`src/hdl/sem_pkg.sv`:
```
// Shared types and constants for the Sobel edge magnitude block.
// Used by the controller, the datapath and the top level; depends on nothing.
package sem_pkg;

	localparam int FRAME_WIDTH_BITS  = 11;
	localparam int FRAME_HEIGHT_BITS = 16;
	localparam int ROW_BITS          = 17;
	localparam int PIX_BITS          = 24;
	localparam int SUM_BITS          = 21;
	localparam int GRAD_BITS         = 11;

	localparam logic       CFG_FRAME_WIDTH  = 1'b0;
	localparam logic       CFG_FRAME_HEIGHT = 1'b1;
	localparam logic       ACT_PIXEL        = 1'b0;
	localparam logic       ACT_DRAIN        = 1'b1;

	localparam logic [FRAME_WIDTH_BITS-1:0]  WIDTH_RESET  = 11'd1024;
	localparam logic [FRAME_HEIGHT_BITS-1:0] HEIGHT_RESET = 16'd1024;
	localparam logic [SUM_BITS-1:0]          MAG_CLAMP_SUM = 21'd65281;
	localparam logic [7:0]                   MAG_MAX       = 8'd255;
	localparam logic [2:0]                   ROOT_LAST     = 3'd7;

	typedef struct packed {
		logic       accept;
		logic       index;
		logic       read;
		logic       sum;
		logic       square;
		logic       root_step;
		logic [2:0] root_bit;
		logic       emit;
	} sem_cmd_t;

	typedef struct packed {
		logic drain_ignore;
		logic result_due;
		logic out_free;
	} sem_sts_t;

endpackage

```
`src/hdl/sem_ctrl.sv`:
```
// Sequencer for the Sobel edge magnitude block.
// Depends on sem_pkg; drives the datapath through sem_cmd_t.
module sem_ctrl (
	input  logic              clk,
	input  logic              arst_n,
	input  logic              in_valid,
	input  sem_pkg::sem_sts_t sts,
	output sem_pkg::sem_cmd_t cmd,
	output logic              busy
);

	typedef enum logic [2:0] {
		ST_IDLE,
		ST_INDEX,
		ST_READ,
		ST_SUM,
		ST_SQUARE,
		ST_ROOT,
		ST_EMIT
	} state_t;

	state_t     state_q;
	logic [2:0] step_q;

	always_ff @(posedge clk or negedge arst_n) begin
		if (!arst_n) begin
			state_q <= ST_IDLE;
			step_q  <= '0;
		end else begin
			unique case (state_q)
				ST_IDLE: begin
					if (in_valid) state_q <= ST_INDEX;
				end
				ST_INDEX: begin
					state_q <= sts.drain_ignore ? ST_IDLE : ST_READ;
				end
				ST_READ: begin
					state_q <= sts.result_due ? ST_SUM : ST_IDLE;
				end
				ST_SUM: begin
					state_q <= ST_SQUARE;
				end
				ST_SQUARE: begin
					step_q  <= '0;
					state_q <= ST_ROOT;
				end
				ST_ROOT: begin
					if (step_q == sem_pkg::ROOT_LAST) state_q <= ST_EMIT;
					step_q <= step_q + 3'd1;
				end
				ST_EMIT: begin
					if (sts.out_free) state_q <= ST_IDLE;
				end
				default: state_q <= ST_IDLE;
			endcase
		end
	end

	always_comb begin
		cmd           = '0;
		cmd.accept    = (state_q == ST_IDLE) && in_valid;
		cmd.index     = (state_q == ST_INDEX);
		cmd.read      = (state_q == ST_READ);
		cmd.sum       = (state_q == ST_SUM);
		cmd.square    = (state_q == ST_SQUARE);
		cmd.root_step = (state_q == ST_ROOT);
		cmd.root_bit  = step_q;
		cmd.emit      = (state_q == ST_EMIT) && sts.out_free;
	end

	assign busy = (state_q != ST_IDLE);

endmodule

```
`config.mk`:
```
export PLATFORM = sky130hd
export DESIGN_NAME = sem_ctrl
export DESIGN_NICKNAME = d
export VERILOG_FILES = /design/src/hdl/sem_pkg.sv /design/src/hdl/sem_ctrl.sv
export SDC_FILE = /design/constraint.sdc
export NUM_CORES = 1
export LEC_CHECK = 0
export ABC_AREA = 1
export BUFFER_PORTS_ARGS = -buffer_cell sky130_fd_sc_hd__clkbuf_2
export CAP_MARGIN = 20
export CELL_PAD_IN_SITES_DETAIL_PLACEMENT = 1
export CELL_PAD_IN_SITES_GLOBAL_PLACEMENT = 2
export CORE_MARGIN = 8
export CORE_UTILIZATION = 23
export CTS_BUF_LIST = sky130_fd_sc_hd__clkbuf_4 sky130_fd_sc_hd__clkbuf_8
export DETAILED_ROUTE_END_ITERATION = 10
export PLACE_DENSITY_LB_ADDON = 0.1
export SYNTH_ARGS = -nofsm -noshare
export SYNTH_HDL_FRONTEND = slang
export SYNTH_SLANG_ARGS = --single-unit
export TNS_END_PERCENT = 10
```
`constraint.sdc`:
```
create_clock -name clk -period 1.45 [get_ports clk]
set_input_delay 0.0725 -clock clk [delete_from_list [all_inputs] [get_ports clk]]
set_output_delay 0.0725 -clock clk [all_outputs]
set_load 0.05 [all_outputs]
```
==> results of run 1 <==
[per-stage QoR]
stage               cells  hold WS, ns  utilization    TNS, ns
floorplan              56      -0.2231            -    -0.1345
global placement       89     -0.09056       0.3000          0
detailed placement     89     -0.09165       0.3000          0
CTS                    93       0.1608       0.3227          0
global route           93       0.1660       0.3242  -0.006399
finish                 93       0.1641       0.3242          0
[registers in the layout, summed over array words and instances (netlist names)]
name / flops
step_q: 3
state_q: 3
[path summary, 6_finish.rpt]
| path | slack, ns | from | cells after the start | to |
|---|---|---|---|---|
| worst min-delay path | 0.16 | sts[0] | 3 | state_q[1]$_DFFE_PN0P_ |
| max in group asynchronous | 1.10 | arst_n | 2 | state_q[2]$_DFFE_PN0P_ |
| min in group asynchronous | 0.19 | arst_n | 2 | step_q[0]$_DFFE_PN0P_ |
| worst max register to register | 0.26 | step_q[0]$_DFFE_PN0P_ | 6 | state_q[0]$_DFFE_PN0P_ |
| worst min register to register | 0.49 | step_q[1]$_DFFE_PN0P_ | 2 | step_q[1]$_DFFE_PN0P_ |
| worst max-delay path | 0.09 | state_q[0]$_DFFE_PN0P_ | 4 | cmd[9] |
[cells by family after synthesis]
kind of cell             Yosys count
AND/OR/NAND/NOR                   32
buffers and inverters             12
flip-flops                         6
adder cells (fa/ha/maj)            2
AO/OA/AOI/OAI                      4
[cells in the mapped netlist, drive strengths merged]
cell,n
nor2,8
dfrtp,6
o21ai,2
o21bai,1
nand4,1
inv,12
nand3,4
nand2,16
nor3b,1
ha,2
a21oi,1
nor3,2
[layout make-up]
type / count / area, um^2
Fill cell: 218 / 1116
Multi-Input combinational cell: 38 / 201.4
Sequential cell: 6 / 150.1
Timing Repair Buffer: 17 / 95.09
Inverter: 12 / 45.04
Clock buffer: 3 / 22.52
Tap cell: 17 / 21.27
[per-layer routing]
metal	routed length, um	up-vias	GRT usage	share of wire
met2	474	10	0.09612	0.45
met1	468	184	0.07722	0.44
met5	0	-	0	0
met3	108	2	0.03991	0.10
met4	8	0	0.06040	0.0075
li1	-	214	-	-
[worst max-delay path, cell delays in order, from the launching register on]
cell      delay [ns]
dfrtp_1         0.46
nor2_2          0.18
nand2_1         0.10
nor2_2          0.08
clkbuf_4        0.23
[where the power goes]
part	total, mW	switching, mW	internal (mW)
Sequential	0.343	0.101	0.242
Clock	0.149	0.0557	0.0933
Combinational	0.940	0.710	0.230
Total	1.43	0.866	0.565
[repair_timing]
item / in CTS / in global routing
hold buffers: 1 / 0
setup endpoints to repair: 2 / 3
resized for setup: 2 / 2
gates cloned: 0 / 0
hold endpoints to repair: 6 / 0
==> flow_summary.toml, run 1 <==
[setup_path]
path_class = "reg2out"
endpoint_kind = "primary output"
start_kind = "register"
critPathArrivalTime_ns = 1.28
cp_max_fo = 6
critPathRequiredTime_ns = 1.38

[timing]
hold_viol_final = 0
clock_skew_ns = 0.001754
fin_crit_sh = 0.9358
min_period_ns = 1.357
relSlewSlack = 0.8198
worst_slack_ns = 0.09304
setup_viol = 0
drv_slew = 0
max_freq_ghz = 0.7369
worst_pin_slew_ns = 0.2683

[placement]
gp_congestion = 0.7473
placed_area_um2 = 495.5
dp.final_hpwl_um = 910.4
port-buffer-count = 16
dp_worst_setup_slack_ns = 0.2065

[route]
vias = 410
dr.pass1.iters = 1
wl_per_cell_um = 11.40
drc = 0
ant_nets = 0
drt_iter0_markers = 0
wirelength_um = 1060
routed_via_density = 4.409

[global_route]
grt_max_degree = 7
grt_usage = 0.07092
grt_pass1_vias = 420
antenna_found_initial = 0
grt_pass1_wl_um = 1821
grt_overflow_total = 0

[synthesis]
yosys-top-cells-area = "dfrtp_1, nand2_1, nor2_1"
synthesis.area_um2 = 386.6
ys_ff_latch = 6
synth_compound_area_frac = 0.05825
yosys_warnings = 0
seq_area_frac_synth = 0.3883
avgSynthCellArea_um2 = 6.904
synth_top_family_by_area = "simple AND/OR/NAND/NOR gates"
yosys.area_share.simple = 0.3722
muxShareOfSynthArea = 0
ys_types = 15
synth_top_area_frac = 0.3883
synth_adder_area_share = 0.06472
yosys.area.top_type = "dfrtp_1"
postSynthCellCount = 56
synth_nets = 64
yosys.area_share.xor_xnor = 0

[run]
maxCapViolations = 0

[floorplanning]
core-area_um2 = 1652
initial_core_util = 0.2341
io_pins = 17
rows = 15
fp.dieH_um = 57
die_x_um = 57
dieArea_um2 = 3249

[power]
power_mw = 1.432
peakVddDrop_mv = 0.8838
powerDensity_nw_per_um2 = 2674
leakage_nw = 0.3322

[layout]
diodes = 0
design_area_um2 = 535.5
layout_commonest_cell = "nand2_1"
areaGrowthSynthToFinish_pct = 38.51
drive_gt1_frac = 0.3816
final_nets = 86
final_cell_mix = "nand2_1, clkbuf_2, inv_1, nor2_1, dfrtp_1"

[clock_tree]
clkSinkCount = 6
post_cts_buffers = 0
cts_tree = "done"
clockBufferDepth = 2
numCtsBuffers = 3
cts_root_buf = "clkbuf_4"
clk_latency_ns = 0.24
clkTransAtPathRegs_ns = 0.04
cts_max_level = 1

[outcome]
outcome = "complete, no violations"

[min_path]
min_path_type = "in2reg"
(Power assumes the default switching activity.)
==> run 2: changes to the inputs <==
--- a/config.mk
+++ b/config.mk
@@ -18,4 +18,3 @@
 export SYNTH_ARGS = -nofsm -noshare
 export SYNTH_HDL_FRONTEND = slang
 export SYNTH_SLANG_ARGS = --single-unit
-export TNS_END_PERCENT = 10
==> constraint.sdc (replaced) <==
create_clock -name clk -period 1.4 [get_ports clk]
set_input_delay 0.07 -clock clk [delete_from_list [all_inputs] [get_ports clk]]
set_output_delay 0.07 -clock clk [all_outputs]
set_load 0.05 [all_outputs]
==> run 2 against run 1 <==
  * Sequential power increased by 9.9%
  * Setup slack improved by 0.0050 ns
  * Sequential share of layout area decreased by 0.58 points
  * Critical path depth unchanged
  * Critical path type unchanged
  * Critical endpoint is now cmd[4]
  * Highest routed layer is now met3
==> flow_summary.toml, run 2 (synthesis results as in run 1) <==
[outcome]
outcome = "complete, no violations"

[floorplanning]
die_x_um = 57
fp.dieH_um = 57
rows = 15
dieArea_um2 = 3249
initial_core_util = 0.2341
core-area_um2 = 1652
io_pins = 17

[clock_tree]
clk_latency_ns = 0.24
clkTransAtPathRegs_ns = 0.04
cts_root_buf = "clkbuf_4"
clkSinkCount = 6
cts_tree = "done"
post_cts_buffers = 0
cts_max_level = 1
numCtsBuffers = 3
clockBufferDepth = 2

[layout]
areaGrowthSynthToFinish_pct = 44.98
final_nets = 86
layout_commonest_cell = "nand2_1"
final-seq-area_um2 = 153.9
multiInputGateArea_um2 = 212.7
fillCellCount = 213
drive_gt1_frac = 0.4211
top_regs = "state_q x3, step_q x3"
fin_cells = 93
diodes = 0
final_cell_mix = "nand2_1, clkbuf_4, clkbuf_2, inv_1, nor2_1"

[min_path]
hp-start = "sts[0]"
min_path_type = "in2reg"

[run]
maxCapViolations = 0

[power]
leakage_nw = 0.3345
powerDensity_nw_per_um2 = 2727
peakVddDrop_mv = 0.7765
power_mw = 1.529

[route]
wirelength_um = 1026
drc = 0
drt_iter0_markers = 3
wl_per_cell_um = 11.03
routed_via_density = 4.323
dr.pass1.iters = 4
ant_nets = 0
vias = 402

[timing]
min_period_ns = 1.302
relSlewSlack = 0.8031
rsz0062_at_grt = "false"
fin_crit_sh = 0.9300
max_freq_ghz = 0.7681
worst_slack_ns = 0.09806
worst_pin_slew_ns = 0.2930
fin_hold_ws_ns = 0.1559
drv_slew = 0
clock_skew_ns = 0.003930
setup_viol = 0
hold_viol_final = 0

[global_route]
grt_overflow_total = 0
grt_max_degree = 7
grt_pass1_vias = 446
grt_usage = 0.07326
grt_pass1_wl_um = 1952
antenna_found_initial = 0

[setup_path]
endpoint_kind = "primary output"
path_class = "reg2out"
crit_path_start = "state_q[1]$_DFFE_PN0P_"
critPathRequiredTime_ns = 1.33
cp_max_fo = 5
critPathArrivalTime_ns = 1.23
start_kind = "register"
timing.rr.start = "step_q[0]$_DFFE_PN0P_"

[placement]
dp.final_hpwl_um = 908.5
port-buffer-count = 16
dp_worst_setup_slack_ns = 0.1140
gp_congestion = 0.7513
dp.cells = 89
run 2: where the power goes:
part	switching, mW	internal, mW	total [mW]
clock network	0.0563	0.0966	0.153
logic	0.730	0.268	0.998
registers	0.118	0.259	0.377
run 2: layout make-up:
class,instances,area share
inverters,12,0.08036
flip-flops and latches,6,0.2746
multi-input cells,38,0.3795
well taps,17,0.03795
repair buffers,17,0.1875
clock buffers,3,0.04018
run 2: per-stage QoR:
step / util / instance area [um^2] / setup TNS, ns
after floorplan: - / 400.4 / -0.1820
after global placement: 0.3038 / 501.7 / 0
after detailed placement: 0.3038 / 501.7 / 0
after CTS: 0.3280 / 541.8 / -0.003575
after global routing: 0.3394 / 560.5 / 0
final: 0.3394 / 560.5 / 0
run 2: what timing repair did:
action / 4_1_cts / 5_1_grt
setup endpoints to repair: 3 / 8
endpoints found under the hold margin: 6 / 0
resized for setup: 3 / 13
hold buffers: 1 / 0
run 2: final timing paths:
check | to | slack, ns | cells past startpoint
worst max register to register | state_q[0]$_DFFE_PN0P_ | 0.21 | 6
worst min register to register | step_q[1]$_DFFE_PN0P_ | 0.50 | 2
min in group asynchronous | step_q[2]$_DFFE_PN0P_ | 0.19 | 2
worst min-delay path | state_q[1]$_DFFE_PN0P_ | 0.16 | 3
worst max-delay path | cmd[4] | 0.1 | 4
max in group asynchronous | state_q[2]$_DFFE_PN0P_ | 1.04 | 2
run 2: critical path, stage by stage (launching register included):
cell and delay, ns:
dfrtp_2 0.44, inv_2 0.11, nand3_2 0.11, inv_2 0.10, clkbuf_4 0.23
run 2: metal layers:
metal	up-vias	wire length, um	GRT usage
met1	177	432	0.07881
met2	9	521	0.1178
met4	0	0	0.04027
li1	216	-	-
met3	0	72	0.03104
met5	-	0	0
==> run 3: changes to the inputs <==
--- a/config.mk
+++ b/config.mk
@@ -5,16 +5,16 @@
 export SDC_FILE = /design/constraint.sdc
 export NUM_CORES = 1
 export LEC_CHECK = 0
-export ABC_AREA = 1
 export BUFFER_PORTS_ARGS = -buffer_cell sky130_fd_sc_hd__clkbuf_2
 export CAP_MARGIN = 20
 export CELL_PAD_IN_SITES_DETAIL_PLACEMENT = 1
 export CELL_PAD_IN_SITES_GLOBAL_PLACEMENT = 2
 export CORE_MARGIN = 8
-export CORE_UTILIZATION = 23
+export CORE_UTILIZATION = 26
 export CTS_BUF_LIST = sky130_fd_sc_hd__clkbuf_4 sky130_fd_sc_hd__clkbuf_8
 export DETAILED_ROUTE_END_ITERATION = 10
 export PLACE_DENSITY_LB_ADDON = 0.1
+export SKIP_LAST_GASP = 1
 export SYNTH_ARGS = -nofsm -noshare
 export SYNTH_HDL_FRONTEND = slang
 export SYNTH_SLANG_ARGS = --single-unit
==> run 3 against run 2 <==
  * Setup slack got worse by 0.075 ns
  * Clock power rose by 5%
  * Power rose by 12%
  * Area after synthesis rose by 2.6%
  * Critical path depth decreased by 1
  * Cell area increased by 15%
  * Largest power group unchanged
  * Highest routed layer is now met4
==> flow_summary.toml, run 3 <==
[placement]
dp_worst_setup_slack_ns = 0.09384
gp_congestion = 0.7258
dp.final_hpwl_um = 1036
port-buffer-count = 16
placed_area_um2 = 534.3

[timing]
clock_skew_ns = 0.002232
drv_slew = 0
worst_pin_slew_ns = 0.2900
rsz0062_at_grt = "true"
setup_viol = 0
fin_hold_ws_ns = 0.07935
hold_viol_final = 0
max_freq_ghz = 0.7261
tns_ns = 0
worst_slack_ns = 0.02280
fin_crit_sh = 0.9837
relSlewSlack = 0.8075
min_period_ns = 1.377

[route]
vias = 417
ant_nets = 0
routed_via_density = 5.085
dr.pass1.iters = 4
wl_per_cell_um = 15.55
drc = 0
wirelength_um = 1275
drt_iter0_markers = 3

[layout]
final_cell_mix = "clkbuf_2, nand2_1, clkbuf_4, dfrtp_1, buf_4"
drive_gt1_frac = 0.5606
fillCellCount = 174
design_area_um2 = 643.1
areaGrowthSynthToFinish_pct = 62.15
top_regs = "state_q x3, step_q x3"
finish.utilization = 0.4371
layout_commonest_cell = "clkbuf_2"
diodes = 0
final_nets = 76

[setup_path]
path_class = "reg2out"
critPathArrivalTime_ns = 1.31
critPathRequiredTime_ns = 1.33
timing.rr.start = "step_q[0]$_DFFE_PN0P_"
reg2reg_slack_ns = 0.13
cp-endpoint = "cmd[9]"
cp_max_fo = 6
endpoint_kind = "primary output"
crit_path_start = "state_q[1]$_DFFE_PN0P_"
ff2ff_path_depth = 5
crit-reg2reg-capture = "state_q[1]$_DFFE_PN0P_"
start_kind = "register"

[floorplanning]
dieArea_um2 = 3031
fp.dieH_um = 55.06
die_x_um = 55.06
io_pins = 17
rows = 14
core-area_um2 = 1471
initial_core_util = 0.2696

[clock_tree]
cts_max_level = 1
cts_root_buf = "clkbuf_4"
clk_latency_ns = 0.24
clkTransAtPathRegs_ns = 0.05
clkSinkCount = 6
clockBufferDepth = 2
numCtsBuffers = 3
cts_tree = "done"

[synthesis]
yosys_warnings = 0
seq_area_frac_synth = 0.3785
synth_top_cells_by_count = "dfrtp_1, nand2_1, inv_1, o21ai_0"
avgSynthCellArea_um2 = 9.224
yosys-top-cells-area = "dfrtp_1, ha_1, nand2_1"
synth_ff_type = "dfrtp_1"
async_reset_ff_frac = 1.000
ys_types = 26
postSynthCellCount = 43
synth_nets = 51
synth_edf_count = 0
ys_ff_latch = 6
synthesis.area_um2 = 396.6
yosys.area.top_type = "dfrtp_1"
synth_top_area_frac = 0.3785

[global_route]
grt_pass1_vias = 436
grt_max_degree = 12
grt_pass1_wl_um = 2049
grt_overflow_total = 0
grt_usage = 0.09452
antenna_found_initial = 0

[outcome]
outcome = "complete, no violations"

[power]
powerDensity_nw_per_um2 = 2664
peakVddDrop_mv = 0.9979
leakage_nw = 0.3133

[min_path]
min_path_type = "in2reg"
holdPathStages = 3

[run]
maxCapViolations = 0
-- run 3: cell types whose count changed after synthesis, moves of 2 or more --
cell	change
inv_1	-4
inv_2	-4
nand2_1	-10
nand3_1	-3
nor2_1	-6
nor2_2	+2
o21ai_0	+3
-- run 3: critical path: stages, from the launching register on --
cell     delay, ns
dfrtp_2       0.43
or3_4         0.39
nor2_4        0.10
buf_8         0.15
-- run 3: report_power, final --
group / total (mW) / switching (mW) / internal [mW]
Clock: 0.160 / 0.0631 / 0.0970
Combinational: 1.24 / 0.791 / 0.448
Sequential: 0.314 / 0.0660 / 0.248
-- run 3: cell type report --
| class | instances | area, um^2 | share of cell area |
|---|---|---|---|
| tap | 16 | 20.02 | 0.03113 |
| timing repair buffer | 22 | 180.2 | 0.2802 |
| sequential | 6 | 151.4 | 0.2354 |
| multi-input combinational | 31 | 254.0 | 0.3949 |
| clock buffer | 3 | 22.52 | 0.03502 |
| inverter | 4 | 15.01 | 0.02335 |
-- run 3: worst min-delay path by stage --
stage / start / to
5_1_grt: sts[0] / state_q[1]$_DFFE_PN0P_
3_3_place_gp: arst_n / step_q[0]$_DFFE_PN0P_
3_5_place_dp: arst_n / step_q[0]$_DFFE_PN0P_
4_1_cts: sts[0] / state_q[1]$_DFFE_PN0P_
2_1_floorplan: arst_n / state_q[0]$_DFFE_PN0P_
6_report: sts[1] / state_q[0]$_DFFE_PN0P_
-- run 3: cells by family (layout without fill, tap and decap cells) --
logic type      count (synthesis)  count (layout)  synth area share
compound gates                  9               9            0.1703
flops                           6               6            0.3785
mux                             1               1           0.02839
fa+ha+maj                       2               2           0.06308
simple gates                   19              19            0.2902
buf+inv                         6              29           0.06938
-- run 3: what timing repair did --
| action | 4_1_cts | 5_1_grt |
|---|---|---|
| endpoints found under the hold margin | 6 | 0 |
| setup buffers | 1 | 1 |
| endpoints found under the setup margin | 8 | 8 |
| resized for setup | 14 | 8 |
| hold buffers | 1 | 0 |
| pin swaps | 0 | 1 |
-- run 3: layer usage --
layer | vias to the layer above | GRT usage | wire length, um
li1 | 197 | - | -
met1 | 202 | 0.08796 | 486
met2 | 16 | 0.1791 | 657
met3 | 2 | 0.02139 | 113
met4 | 0 | 0.06000 | 17
met5 | - | 0 | 0
-- run 3: through the flow --
step                instances  power, mW
detailed placement         76      1.433
floorplan                  43      1.162
global placement           76      1.384
finish                     82      1.713
CTS                        81      1.693
global route               82      1.827
